<file path="src/rtl/assert_macros.svh">
// assertion macros used by the top level to check its own logic
`ifndef ASSERT_MACROS_SVH
`define ASSERT_MACROS_SVH

// clocked property, disabled while reset is asserted
`define RPWG_ASSERT(label, clk, rst_n, prop) \
	label: assert property (@(posedge clk) disable iff (!rst_n) (prop)) \
		else $error("rpwg assertion failed");

// condition that must never be seen at a clock edge
`define RPWG_NEVER(label, clk, rst_n, cond) \
	`RPWG_ASSERT(label, clk, rst_n, !(cond))

`endif

</file>
<file path="src/rtl/rpwg_pkg.sv">
// types and constants for the ram patch write generator
package rpwg_pkg;

	localparam int unsigned AddrW  = 32;
	localparam int unsigned ValueW = 32;
	localparam int unsigned KindW  = 4;
	localparam int unsigned SizeW  = 3;
	localparam int unsigned BitPosW = 4;
	localparam int unsigned CountW = 3;

	// register reset values
	localparam logic [AddrW-1:0] RamSizeReset = '0;
	localparam logic [KindW-1:0] SetKindReset = 4'd1;

	// register indexes on the configuration port
	localparam logic RegRamSize = 1'b0;
	localparam logic RegSetKind = 1'b1;

	// size codes
	localparam logic [SizeW-1:0] SizeBits1  = 3'd0;
	localparam logic [SizeW-1:0] SizeBits2  = 3'd1;
	localparam logic [SizeW-1:0] SizeBits4  = 3'd2;
	localparam logic [SizeW-1:0] SizeBytes1 = 3'd3;
	localparam logic [SizeW-1:0] SizeBytes2 = 3'd4;
	localparam logic [SizeW-1:0] SizeBytes4 = 3'd5;

	localparam logic [SizeW-1:0]   FieldBitsSizes = 3'd3;
	localparam logic [BitPosW-1:0] MaxBitPos      = 4'd7;
	localparam logic [7:0]         FullMask       = 8'hff;

	// configuration register contents
	typedef struct packed {
		logic [AddrW-1:0] ram_bytes;
		logic [KindW-1:0] set_kind_code;
	} cfg_t;

	// one accepted descriptor
	typedef struct packed {
		logic               enabled_flag;
		logic               has_core_code;
		logic [KindW-1:0]   cheat_kind;
		logic [SizeW-1:0]   size_code;
		logic [BitPosW-1:0] bit_offset;
		logic [AddrW-1:0]   target_address;
		logic [ValueW-1:0]  write_value;
		logic               msb_first;
	} patch_t;

	// decoded write plan handed to the beat emitter
	typedef struct packed {
		logic [CountW-1:0] count;
		logic [AddrW-1:0]  start_addr;
		logic [ValueW-1:0] value;
		logic [7:0]        mask;
		logic              descend;
	} beat_plan_t;

endpackage

</file>
<file path="src/rtl/rpwg_if.sv">
// valid/ready channels for descriptors and byte writes
interface rpwg_in_if;
	logic        valid;
	logic        ready;
	logic        enabled_flag;
	logic        has_core_code;
	logic [3:0]  cheat_kind;
	logic [2:0]  size_code;
	logic [3:0]  bit_offset;
	logic [31:0] target_address;
	logic [31:0] write_value;
	logic        msb_first;

	modport source (
		output valid, enabled_flag, has_core_code, cheat_kind, size_code,
		       bit_offset, target_address, write_value, msb_first,
		input  ready
	);
	modport sink (
		input  valid, enabled_flag, has_core_code, cheat_kind, size_code,
		       bit_offset, target_address, write_value, msb_first,
		output ready
	);
endinterface

interface rpwg_out_if;
	logic        valid;
	logic        ready;
	logic [31:0] byte_address;
	logic [7:0]  byte_data;
	logic [7:0]  bit_mask;
	logic        last_write;

	modport source (
		output valid, byte_address, byte_data, bit_mask, last_write,
		input  ready
	);
	modport sink (
		input  valid, byte_address, byte_data, bit_mask, last_write,
		output ready
	);
endinterface

</file>
<file path="src/rtl/rpwg_cfg.sv">
// apb register file holding ram size and set kind code
module rpwg_cfg (
	input  logic                clk,
	input  logic                arst_n,
	input  logic                psel,
	input  logic                penable,
	input  logic                pwrite,
	input  logic [2:0]          paddr,
	input  logic [31:0]         pwdata,
	output logic [31:0]         prdata,
	output logic                pready,
	output rpwg_pkg::cfg_t      cfg
);

	logic [rpwg_pkg::AddrW-1:0] ram_bytes_q;
	logic [rpwg_pkg::KindW-1:0] set_kind_q;
	logic                       wr_en;

	assign pready = 1'b1;
	assign wr_en  = psel && penable && pwrite;

	// register writes in the access phase
	always_ff @(posedge clk or negedge arst_n) begin
		if (!arst_n) begin
			ram_bytes_q <= rpwg_pkg::RamSizeReset;
			set_kind_q  <= rpwg_pkg::SetKindReset;
		end else if (wr_en) begin
			unique case (paddr[2])
				rpwg_pkg::RegRamSize: ram_bytes_q <= pwdata;
				rpwg_pkg::RegSetKind: set_kind_q <= pwdata[rpwg_pkg::KindW-1:0];
				default: ;
			endcase
		end
	end

	// read mux
	always_comb begin
		unique case (paddr[2])
			rpwg_pkg::RegRamSize: prdata = ram_bytes_q;
			rpwg_pkg::RegSetKind: prdata = {28'd0, set_kind_q};
			default:              prdata = '0;
		endcase
	end

	assign cfg.ram_bytes     = ram_bytes_q;
	assign cfg.set_kind_code = set_kind_q;

endmodule

</file>
<file path="src/rtl/rpwg_decode.sv">
// checks a descriptor and turns it into a plan of byte writes
module rpwg_decode (
	input  rpwg_pkg::patch_t     patch,
	input  rpwg_pkg::cfg_t       cfg,
	output rpwg_pkg::beat_plan_t plan
);

	logic        pass;
	logic [3:0]  fmask;
	logic [10:0] data_sh;
	logic [10:0] mask_sh;
	logic        field_ok;
	logic [2:0]  nbytes;
	logic [31:0] nbytes_w;
	logic        bytes_ok;
	logic        is_field;

	// gate on ram size, enable, core code and kind
	assign pass = (cfg.ram_bytes != '0) && patch.enabled_flag && !patch.has_core_code
		&& (patch.cheat_kind == cfg.set_kind_code);

	assign is_field = patch.size_code < rpwg_pkg::FieldBitsSizes;

	// sub-byte field mask
	always_comb begin
		unique case (patch.size_code)
			rpwg_pkg::SizeBits1: fmask = 4'h1;
			rpwg_pkg::SizeBits2: fmask = 4'h3;
			rpwg_pkg::SizeBits4: fmask = 4'hf;
			default:             fmask = 4'h0;
		endcase
	end

	assign data_sh  = {7'd0, patch.write_value[3:0] & fmask} << patch.bit_offset[2:0];
	assign mask_sh  = {7'd0, fmask} << patch.bit_offset[2:0];
	assign field_ok = (patch.target_address < cfg.ram_bytes)
		&& (patch.bit_offset <= rpwg_pkg::MaxBitPos);

	// whole-byte count
	always_comb begin
		unique case (patch.size_code)
			rpwg_pkg::SizeBytes1: nbytes = 3'd1;
			rpwg_pkg::SizeBytes2: nbytes = 3'd2;
			rpwg_pkg::SizeBytes4: nbytes = 3'd4;
			default:              nbytes = 3'd0;
		endcase
	end

	assign nbytes_w = {29'd0, nbytes};
	assign bytes_ok = (nbytes != 3'd0) && (nbytes_w <= cfg.ram_bytes)
		&& (patch.target_address <= cfg.ram_bytes - nbytes_w);

	// build the plan; big endian starts at the top byte and walks down
	always_comb begin
		plan.descend = 1'b0;
		plan.mask    = rpwg_pkg::FullMask;
		plan.value   = patch.write_value;
		plan.start_addr = patch.target_address;
		plan.count   = 3'd0;
		if (is_field) begin
			plan.value = {24'd0, data_sh[7:0]};
			plan.mask  = mask_sh[7:0];
			plan.count = (pass && field_ok) ? 3'd1 : 3'd0;
		end else begin
			plan.descend = patch.msb_first;
			plan.count   = (pass && bytes_ok) ? nbytes : 3'd0;
			if (patch.msb_first) begin
				plan.start_addr = patch.target_address + nbytes_w - 32'd1;
			end
		end
	end

endmodule

</file>
<file path="src/rtl/rpwg_emitter.sv">
// holds one write plan and sends its byte writes one beat per cycle while wr.ready is high
module rpwg_emitter (
	input  logic                 clk,
	input  logic                 arst_n,
	input  logic                 plan_valid,
	input  rpwg_pkg::beat_plan_t plan,
	output logic                 free,
	output logic                 load,
	rpwg_out_if.source           wr
);

	logic                        valid_s2;
	logic [rpwg_pkg::CountW-1:0] remain_s2;
	logic [rpwg_pkg::AddrW-1:0]  addr_s2;
	logic [rpwg_pkg::ValueW-1:0] value_s2;
	logic [7:0]                  mask_s2;
	logic                        descend_s2;
	logic                        beat_fire;
	logic                        last;

	assign last      = remain_s2 == 3'd1;
	assign beat_fire = valid_s2 && wr.ready;
	assign free      = !valid_s2 || (beat_fire && last);
	assign load      = plan_valid && free;

	// beat count and valid
	always_ff @(posedge clk or negedge arst_n) begin
		if (!arst_n) begin
			valid_s2  <= 1'b0;
			remain_s2 <= '0;
		end else if (load) begin
			valid_s2  <= 1'b1;
			remain_s2 <= plan.count;
		end else if (beat_fire) begin
			valid_s2  <= !last;
			remain_s2 <= remain_s2 - 3'd1;
		end
	end

	// beat payload, stepped after each accepted beat
	always_ff @(posedge clk) begin
		if (load) begin
			addr_s2    <= plan.start_addr;
			value_s2   <= plan.value;
			mask_s2    <= plan.mask;
			descend_s2 <= plan.descend;
		end else if (beat_fire) begin
			addr_s2  <= descend_s2 ? addr_s2 - 32'd1 : addr_s2 + 32'd1;
			value_s2 <= {8'd0, value_s2[31:8]};
		end
	end

	assign wr.valid        = valid_s2;
	assign wr.byte_address = addr_s2;
	assign wr.byte_data    = value_s2[7:0];
	assign wr.bit_mask     = mask_s2;
	assign wr.last_write   = valid_s2 && last;

endmodule

</file>
<file path="src/rtl/ram_patch_write_generator.sv">
// top level: descriptor register, decode, byte write emitter and apb registers
//
// Usage:
//   patch: valid/ready channel of memory-patch descriptors, one per beat.
//   wr:    valid/ready channel of masked byte writes, one write per beat,
//          last_write marks the final write of a descriptor.
//   apb:   ram byte count at byte address 0, set_kind_code at byte address 4.
// Path: a descriptor is taken into the input register, decoded there
//   combinationally and loaded into the emitter register, which drives wr.
// Throughput: one byte write per cycle while wr.ready is high; a descriptor
//   that yields n writes (at most four, for a 4-byte patch) holds the emitter
//   until its last write is taken; the next descriptor is accepted and decoded
//   meanwhile. A skipped descriptor leaves the input register the next cycle.
// Reset: arst_n clears both channels to empty; the ram byte count resets to
//   zero, which skips every descriptor, and set_kind_code resets to one.
// Stall: while wr.ready is low the current write holds; one more descriptor
//   waits in the input register and then patch.ready drops.
`include "assert_macros.svh"

module ram_patch_write_generator (
	input  logic         clk,
	input  logic         arst_n,
	rpwg_in_if.sink      patch,
	rpwg_out_if.source   wr,
	input  logic         psel,
	input  logic         penable,
	input  logic         pwrite,
	input  logic [2:0]   paddr,
	input  logic [31:0]  pwdata,
	output logic [31:0]  prdata,
	output logic         pready
);

	rpwg_pkg::cfg_t       cfg;
	rpwg_pkg::patch_t     patch_s1;
	rpwg_pkg::beat_plan_t plan;
	logic                 valid_s1;
	logic                 in_fire;
	logic                 adv_s1;
	logic                 plan_valid;
	logic                 emit_free;
	logic                 emit_load;

	rpwg_cfg u_cfg (
		.clk     (clk),
		.arst_n  (arst_n),
		.psel    (psel),
		.penable (penable),
		.pwrite  (pwrite),
		.paddr   (paddr),
		.pwdata  (pwdata),
		.prdata  (prdata),
		.pready  (pready),
		.cfg     (cfg)
	);

	// input register advances when its plan is dropped or taken
	assign plan_valid  = valid_s1 && (plan.count != 3'd0);
	assign adv_s1      = valid_s1 && (!plan_valid || emit_free);
	assign patch.ready = !valid_s1 || adv_s1;
	assign in_fire     = patch.valid && patch.ready;

	always_ff @(posedge clk or negedge arst_n) begin
		if (!arst_n) begin
			valid_s1 <= 1'b0;
		end else if (in_fire) begin
			valid_s1 <= 1'b1;
		end else if (adv_s1) begin
			valid_s1 <= 1'b0;
		end
	end

	// descriptor capture
	always_ff @(posedge clk) begin
		if (in_fire) begin
			patch_s1.enabled_flag   <= patch.enabled_flag;
			patch_s1.has_core_code  <= patch.has_core_code;
			patch_s1.cheat_kind     <= patch.cheat_kind;
			patch_s1.size_code      <= patch.size_code;
			patch_s1.bit_offset     <= patch.bit_offset;
			patch_s1.target_address <= patch.target_address;
			patch_s1.write_value    <= patch.write_value;
			patch_s1.msb_first      <= patch.msb_first;
		end
	end

	rpwg_decode u_decode (
		.patch (patch_s1),
		.cfg   (cfg),
		.plan  (plan)
	);

	rpwg_emitter u_emitter (
		.clk        (clk),
		.arst_n     (arst_n),
		.plan_valid (plan_valid),
		.plan       (plan),
		.free       (emit_free),
		.load       (emit_load),
		.wr         (wr)
	);

	// only the final beat of a sub-byte field may carry a partial mask
	`RPWG_ASSERT(a_full_mask_mid, clk, arst_n,
		wr.valid && !wr.last_write |-> wr.bit_mask == rpwg_pkg::FullMask)
	// zero ram size never produces a plan
	`RPWG_NEVER(a_zero_ram, clk, arst_n, (cfg.ram_bytes == '0) && plan_valid)
	// emitter empties after the last beat unless a new plan is loaded
	`RPWG_ASSERT(a_drain, clk, arst_n,
		wr.valid && wr.ready && wr.last_write && !emit_load |=> !wr.valid)
	// a plan is never loaded while the emitter still has beats pending
	`RPWG_NEVER(a_no_overrun, clk, arst_n,
		emit_load && wr.valid && !(wr.ready && wr.last_write))

endmodule
</file>
<file path="src/flat_wrapper.sv">
// flat-port wrapper written by rule: the top's interface ports become plain ports
module ram_patch_write_generator_flat 
  (clk, arst_n, psel, penable, pwrite, paddr, pwdata, prdata, pready, patch_valid, patch_enabled_flag, patch_has_core_code, patch_cheat_kind, patch_size_code, patch_bit_offset, patch_target_address, patch_write_value, patch_msb_first, patch_ready, wr_valid, wr_byte_address, wr_byte_data, wr_bit_mask, wr_last_write, wr_ready);
  rpwg_in_if patch_i ();
  rpwg_out_if wr_i ();
  input  logic clk;
  input  logic arst_n;
  input  logic psel;
  input  logic penable;
  input  logic pwrite;
  input  logic [2:0] paddr;
  input  logic [31:0] pwdata;
  output logic [31:0] prdata;
  output logic pready;
  input wire logic [$bits(patch_i.valid)-1:0] patch_valid;
  input wire logic [$bits(patch_i.enabled_flag)-1:0] patch_enabled_flag;
  input wire logic [$bits(patch_i.has_core_code)-1:0] patch_has_core_code;
  input wire logic [$bits(patch_i.cheat_kind)-1:0] patch_cheat_kind;
  input wire logic [$bits(patch_i.size_code)-1:0] patch_size_code;
  input wire logic [$bits(patch_i.bit_offset)-1:0] patch_bit_offset;
  input wire logic [$bits(patch_i.target_address)-1:0] patch_target_address;
  input wire logic [$bits(patch_i.write_value)-1:0] patch_write_value;
  input wire logic [$bits(patch_i.msb_first)-1:0] patch_msb_first;
  output wire logic [$bits(patch_i.ready)-1:0] patch_ready;
  output wire logic [$bits(wr_i.valid)-1:0] wr_valid;
  output wire logic [$bits(wr_i.byte_address)-1:0] wr_byte_address;
  output wire logic [$bits(wr_i.byte_data)-1:0] wr_byte_data;
  output wire logic [$bits(wr_i.bit_mask)-1:0] wr_bit_mask;
  output wire logic [$bits(wr_i.last_write)-1:0] wr_last_write;
  input wire logic [$bits(wr_i.ready)-1:0] wr_ready;
  assign patch_i.valid = patch_valid;
  assign patch_i.enabled_flag = patch_enabled_flag;
  assign patch_i.has_core_code = patch_has_core_code;
  assign patch_i.cheat_kind = patch_cheat_kind;
  assign patch_i.size_code = patch_size_code;
  assign patch_i.bit_offset = patch_bit_offset;
  assign patch_i.target_address = patch_target_address;
  assign patch_i.write_value = patch_write_value;
  assign patch_i.msb_first = patch_msb_first;
  assign patch_ready = patch_i.ready;
  assign wr_valid = wr_i.valid;
  assign wr_byte_address = wr_i.byte_address;
  assign wr_byte_data = wr_i.byte_data;
  assign wr_bit_mask = wr_i.bit_mask;
  assign wr_last_write = wr_i.last_write;
  assign wr_i.ready = wr_ready;
  ram_patch_write_generator u_core (.clk(clk), .arst_n(arst_n), .patch(patch_i), .wr(wr_i), .psel(psel), .penable(penable), .pwrite(pwrite), .paddr(paddr), .pwdata(pwdata), .prdata(prdata), .pready(pready));
endmodule
</file>
<file path="config.mk">
export PLATFORM = sky130hd
export DESIGN_NAME = ram_patch_write_generator_flat
export DESIGN_NICKNAME = d
export VERILOG_FILES = /design/src/rtl/rpwg_pkg.sv /design/src/rtl/rpwg_if.sv /design/src/rtl/rpwg_cfg.sv /design/src/rtl/rpwg_decode.sv /design/src/rtl/rpwg_emitter.sv /design/src/rtl/ram_patch_write_generator.sv /design/src/flat_wrapper.sv
export VERILOG_INCLUDE_DIRS = /design/src /design/src/rtl
export SDC_FILE = /design/constraint.sdc
export NUM_CORES = 1
export LEC_CHECK = 0
export BUFFER_PORTS_ARGS = -buffer_cell sky130_fd_sc_hd__buf_2
export CORE_MARGIN = 2
export CORE_UTILIZATION = 60
export CTS_BUF_LIST = sky130_fd_sc_hd__clkbuf_8
export CTS_CLUSTER_DIAMETER = 120
export DETAILED_ROUTE_END_ITERATION = 8
export PLACE_DENSITY = 0.84
export SYNTH_ARGS = -nofsm -noshare
export SYNTH_HDL_FRONTEND = slang
export SYNTH_SLANG_ARGS = --single-unit
export TNS_END_PERCENT = 50
</file>
<file path="constraint.sdc">
create_clock -name clk -period 9.75 [get_ports clk]
set_clock_uncertainty 0.05 [all_clocks]
set_input_delay 1.95 -clock clk [delete_from_list [all_inputs] [get_ports clk]]
set_output_delay 1.95 -clock clk [all_outputs]
set_load 0.02 [all_outputs]
</file>
==> reports/metrics.yaml, run 1 <==
status: "finished, final reports clean"
power_frac_seq_pct: 46.5
ctsLongestPathBuffers: 2
cts_setup_buffers: 0
clkTransAtPathRegs_ns: 0.11
tightest_slew_ns: 1.08
synth_fp_nets: 1585
fillers: 1677
total_power_mw: 2.30
dp_hpwl_mm: 23.6
power_density_nw_per_um2: 157
cp-end-kind: "primary output"
htree_levels: 4
timing.final.crit_period_ns: 8.57
combPwrFrac_pct: 30.6
maxCapViolCount: 0
final-hold-violation-count: 0
drc_errors: 0
pre_cts_slack_ns: 1.77
rows: 54
timing.fmax_mhz: 117
post-route-period-util_pct: 87.9
register_area_sq_um: 5560
fin_nets: 1759
crit_fanout: 16
synthTopCellsByArea: "edfxtp_1 35%, ha_1 13%, dfrtp_1 7.6%"
synth_seq_area_share_pct: 42.5
port_buffers: 200
async_reset_ff_share_pct: 21.4
routed_wl_mm: 31.3
ys_types: 78
synth_top_area_share_pct: 34.6
hold_end: "u_core.u_cfg.ram_bytes_q[23]"
place_inst: 1766
grt_pass1_wl_mm: 49.0
max-slew-margin-rel_pct: 27.9
place_congestion: 0.905
cts_tree: "done"
rsz0062_at_grt: "no"
die_area_sq_um: 23000
ys_ff_latch: 192
dieHeight_microns: 152
worst_setup_path_start_kind: "register"
worst_hold_startpoint: "u_core.u_cfg.ram_bytes_q[23]"
vias: 10600
multi_input_comb_area_sq_um: 6930
viasPerCell: 5.90
worstPathArrival_ns: 6.57
grt_pass1_vias: 9956
finalNonFillerCells: 1800
setup_tns_ns: 0
core_area_sq_um: 21600
avgSynthCellArea_sq_um: 9.83
synth_top_cells_by_count: "151 x edfxtp_1, 131 x ha_1, 125 x nand2_1, 107 x nor2_1, 104 x o21ai_0"
r2r_slack_ns: 2.72
drt_first_iter_violations: 777
p_leak_nw: 6.44
rr_startpoint: "u_core.patch_s1[70]"
ir_drop_mv: 0.118
place_area_sq_um: 14200
path_class: "register to primary output"
p_sw_share_pct: 36.0
drtPass1Iterations: 5
syn-cell-area_sq_um: 13100
yosys.cell_count.top_type: "edfxtp_1"
p_clk_share_pct: 22.9
antenna_found_initial: 0
ios: 204
setup_viol: 0
rr_worst_depth: 22
grt_max_degree: 95
hp-class: "register to register"
ctsRootBufferMaster: "clkbuf_8"
antenna_left: 0
worstReg2RegEnd: "u_core.u_emitter.wr.byte_address[5]"
switching_power_uw: 829
final_max_slew_viol_count: 0
synth_ff_type: "edfxtp_1"
wire_per_inst_microns: 17.4
synth_edf_count: 151
setup_slack_ns: 1.18
utilization_pct: 67.7
synth_top_area_cell: "edfxtp_1"
start_util_pct: 60.5
syn_inst: 1331
synth-warning-count: 0
critPathRequiredTime_ns: 7.75
clkSinkCount: 192
cts-buffers-inserted: 17
fin_hold_ws_ns: 0.467
min_path_cells: 1
grt_usage_pct: 27.3
cts_resized: 0
power.internal_mw: 1.48
clk_latency_ns: 0.49
die_w_microns: 152
drive_above_1_share_pct: 19.7
ctsHoldBuffers: 0
design_area_sq_um: 14600
grt_overflow_total: 0
syn2layout_area_growth_pct: 11.9
## registers in the layout (all words and copies together), names as in the netlist
register                          count
u_core.patch_s1                      78
u_core.u_cfg.set_kind_q               4
u_core.u_emitter.value_s2            32
u_core.u_cfg.ram_bytes_q             32
u_core.valid_s1                       1
u_core.u_emitter.wr.bit_mask          8
u_core.u_emitter.wr.byte_address     32
u_core.u_emitter.wr.valid             1
u_core.u_emitter.remain_s2            3
u_core.u_emitter.descend_s2           1
## area by class of cell
class,instances,share of cell area (%)
timing repair buffer,206,7.14
sequential,192,38.0
clock inverter,15,1.14
inverter,95,2.43
antenna,2,0.0342
tap,280,2.39
clock buffer,17,1.60
multi-input combinational,993,47.3
## cells by family (layout without fill, tap and decap cells)
| family | count (synthesis) | in the layout | synth area share [%] |
|---|---|---|---|
| AO/OA/AOI/OAI | 340 | 340 | 16.2 |
| XOR/XNOR | 83 | 83 | 5.55 |
| adder cells (fa/ha/maj) | 134 | 134 | 13.0 |
| buffers and inverters | 146 | 333 | 4.63 |
| flip-flops | 192 | 192 | 42.5 |
| multiplexers | 44 | 44 | 3.73 |
| other | 1 | 3 | 0.0287 |
| AND/OR/NAND/NOR | 391 | 391 | 14.4 |
## power by group through the flow
stage | sequential [mW] | combinational [mW] | clock (mW)
6_report | 1.07 | 0.706 | 0.528
5_1_grt | 1.08 | 0.790 | 0.566
4_1_cts | 1.07 | 0.701 | 0.533
3_5_place_dp | 1.09 | 0.694 | 0
3_3_place_gp | 1.08 | 0.671 | 0
2_1_floorplan | 1.07 | 0.506 | 0
## how the worst max path moves through the flow
stage	start	to	slack, ns	cells past startpoint
after floorplan	u_core.patch_s1[71]	patch_ready	2.93	21
after global placement	u_core.patch_s1[70]	patch_ready	1.86	22
after detailed placement	u_core.patch_s1[70]	patch_ready	1.77	22
after CTS	u_core.patch_s1[70]	patch_ready	1.22	22
after global routing	u_core.patch_s1[70]	patch_ready	0.83	22
final	u_core.patch_s1[70]	patch_ready	1.18	22
## worst max-delay path, stage by stage (launching register included)
cell	delay (ns)
edfxtp_1	0.65
nor2b_1	0.42
nor2b_1	0.31
inv_1	0.10
ha_1	0.30
a21o_1	0.19
a21oi_1	0.45
nand2_1	0.22
nor2_1	0.19
nand3_1	0.20
nor4_1	0.28
xnor2_1	0.16
ha_1	0.26
a21oi_1	0.14
o21ai_0	0.11
a221oi_1	0.49
o221a_2	0.28
o21ai_0	0.09
a31oi_2	0.33
o21a_4	0.21
o21ai_0	0.17
or2_2	0.36
buf_2	0.17
## layer usage
metal	vias up	routed length, microns	global-route usage (%)
li1	5179	-	-
met1	4950	13900	38.3
met2	446	14500	44.3
met3	36	2450	4.73
met4	0	464	6.67
met5	-	0	0
## layout by cell type (no fill, tap or decap), types with 7 or more instances in the layout
cell	count
a211oi_1	19
a21o_1	34
a21oi_1	103
and2_1	7
and3_1	11
buf_2	200
clkbuf_8	17
dfrtp_1	40
edfxtp_1	151
ha_1	131
inv_1	95
mux2_2	38
nand2_1	124
nand2b_1	17
nand3_1	30
nand4_1	19
nor2_1	107
nor2b_1	14
nor3_1	19
nor4_1	12
o21a_1	11
o21ai_0	104
xnor2_1	55
xor2_1	28
No activity file was read; power rests on OpenSTA's default activity.
==> run 2: changes to the inputs <==
CTS_BUF_LIST = unset   (was sky130_fd_sc_hd__clkbuf_8)
==> run 2 against run 1 <==
Sequential cell count unchanged. Largest power group unchanged. Hold slack worse by 0.0044 ns. Non-clock buffer count unchanged. Count of clock-buffer cells in the layout unchanged. Wire length up 0.81%. First-iteration DRC count down 1.5%. Global-route usage up 0.16 points. Maximum frequency down 0.21%.
==> reports/metrics.yaml, run 2 (synthesized netlist as in run 1, its figures left out) <==
drc_errors: 0
cts_setup_buffers: 0
setup_slack_ns: 1.16
dp_hpwl_mm: 23.6
total_power_mw: 2.48
grt_max_degree: 95
hp-class: "register to register"
maxCapViolCount: 0
drtPass1Iterations: 5
ir_drop_mv: 0.127
dieHeight_microns: 152
clk_latency_ns: 0.45
grt_usage_pct: 27.5
place_congestion: 0.905
drt_first_iter_violations: 765
ios: 204
ctsLongestPathBuffers: 2
routed_wl_mm: 31.6
cts_tree: "done"
layout_common_cells: "200 x buf_2, 151 x edfxtp_1, 131 x ha_1"
cts_resized: 0
power.internal_mw: 1.63
design_area_sq_um: 14800
cp-end-kind: "primary output"
cts-buffers-inserted: 17
path_class: "register to primary output"
worstPathArrival_ns: 6.59
worst_setup_path_start_kind: "register"
p_leak_nw: 6.53
timing.fmax_mhz: 116
antenna_left: 0
viasPerCell: 5.90
regMostFlops: "u_core.patch_s1"
max-slew-margin-rel_pct: 28.1
syn2layout_area_growth_pct: 13.4
p_sw_share_pct: 34.4
clkTransAtPathRegs_ns: 0.08
drive_above_1_share_pct: 19.7
final_max_slew_viol_count: 0
rows: 54
timing.final.crit_period_ns: 8.59
htree_levels: 4
combPwrFrac_pct: 28.4
grt_pass1_vias: 10100
final-hold-violation-count: 0
final_common_cell: "buf_2"
core_area_sq_um: 21600
power_density_nw_per_um2: 167
die_w_microns: 152
grt_pass1_wl_mm: 49.4
start_util_pct: 60.5
pre_cts_slack_ns: 1.77
vias: 10600
critPathRequiredTime_ns: 7.75
switching_power_uw: 854
rsz0062_at_grt: "no"
antenna_found_initial: 0
clkSinkCount: 192
tightest_slew_ns: 1.08
fillers: 1634
fin_nets: 1759
ctsRootBufferMaster: "clkbuf_16"
crit_fanout: 16
post-route-period-util_pct: 88.1
wire_per_inst_microns: 17.5
status: "finished, final reports clean"
grt_overflow_total: 0
power_frac_seq_pct: 43.2
die_area_sq_um: 23000
largest_reg_flops: 78
p_clk_share_pct: 28.3
setup_viol: 0
place_area_sq_um: 14200
port_buffers: 200
setup_tns_ns: 0
ctsHoldBuffers: 0
-- run 2: cell count changes in the layout (fill, tap and decap cells not counted) --
cell,previous run,this run
clkbuf_16,0,17
clkbuf_8,17,0
-- run 2: layer usage --
layer | GRT usage [%] | part of all wire [%]
met4 | 7.55 | 1.8
met2 | 44.8 | 47
met3 | 4.49 | 7.3
met5 | 0 | 0
met1 | 38.2 | 44
-- run 2: final timing paths --
path | startpoint | endpoint | slack (ns) | cells past startpoint
setup / recovery | u_core.patch_s1[70] | patch_ready | 1.16 | 22
hold / removal | u_core.u_cfg.ram_bytes_q[23] | u_core.u_cfg.ram_bytes_q[23] | 0.46 | 1
setup reg to reg | u_core.patch_s1[70] | u_core.u_emitter.wr.byte_address[5] | 2.66 | 22
hold reg to reg | u_core.u_cfg.ram_bytes_q[23] | u_core.u_cfg.ram_bytes_q[23] | 0.46 | 1
max in group asynchronous | arst_n | u_core.u_emitter.remain_s2[2] | 7.39 | 1
min in group asynchronous | arst_n | u_core.u_cfg.ram_bytes_q[11] | 1.62 | 1
-- run 2: stage by stage --
step	utilization [%]	hold WS, ns	instances
detailed placement	65.9	0.445	1766
floorplan	-	0.429	1331
CTS	68.6	0.462	1798
global route	68.6	0.466	1798
global placement	65.9	0.438	1766
finish	68.6	0.463	1800
-- run 2: cell type report --
class	instances	area [sq um]	share of cell area, %
diodes	2	5.00	0.0337
clock buffers	17	425	2.87
clock inverters	15	168	1.13
inverters	95	357	2.40
multi-input cells	993	6930	46.7
flip-flops and latches	192	5560	37.5
well taps	280	350	2.36
repair buffers	206	1050	7.05
-- run 2: critical path, cell delays in order (launching register included) --
cell and delay [ns]:
edfxtp_1 0.63, nor2b_1 0.43, nor2b_1 0.32, inv_1 0.11, ha_1 0.30, a21o_1 0.19, a21oi_1 0.46, nand2_1 0.22
nor2_1 0.20, nand3_1 0.20, nor4_1 0.28, xnor2_1 0.16, ha_1 0.26, a21oi_1 0.14, o21ai_0 0.11, a221oi_1 0.50
o221a_2 0.28, o21ai_0 0.09, a31oi_2 0.34, o21a_4 0.21, o21ai_0 0.17, or2_2 0.36, buf_2 0.17
-- run 2: power groups by stage --
stage | combinational [mW] | sequential (mW) | clock, mW
3_3_place_gp | 0.671 | 1.08 | 0
2_1_floorplan | 0.506 | 1.07 | 0
5_1_grt | 0.790 | 1.08 | 0.738
6_report | 0.705 | 1.07 | 0.703
4_1_cts | 0.701 | 1.07 | 0.707
3_5_place_dp | 0.694 | 1.09 | 0
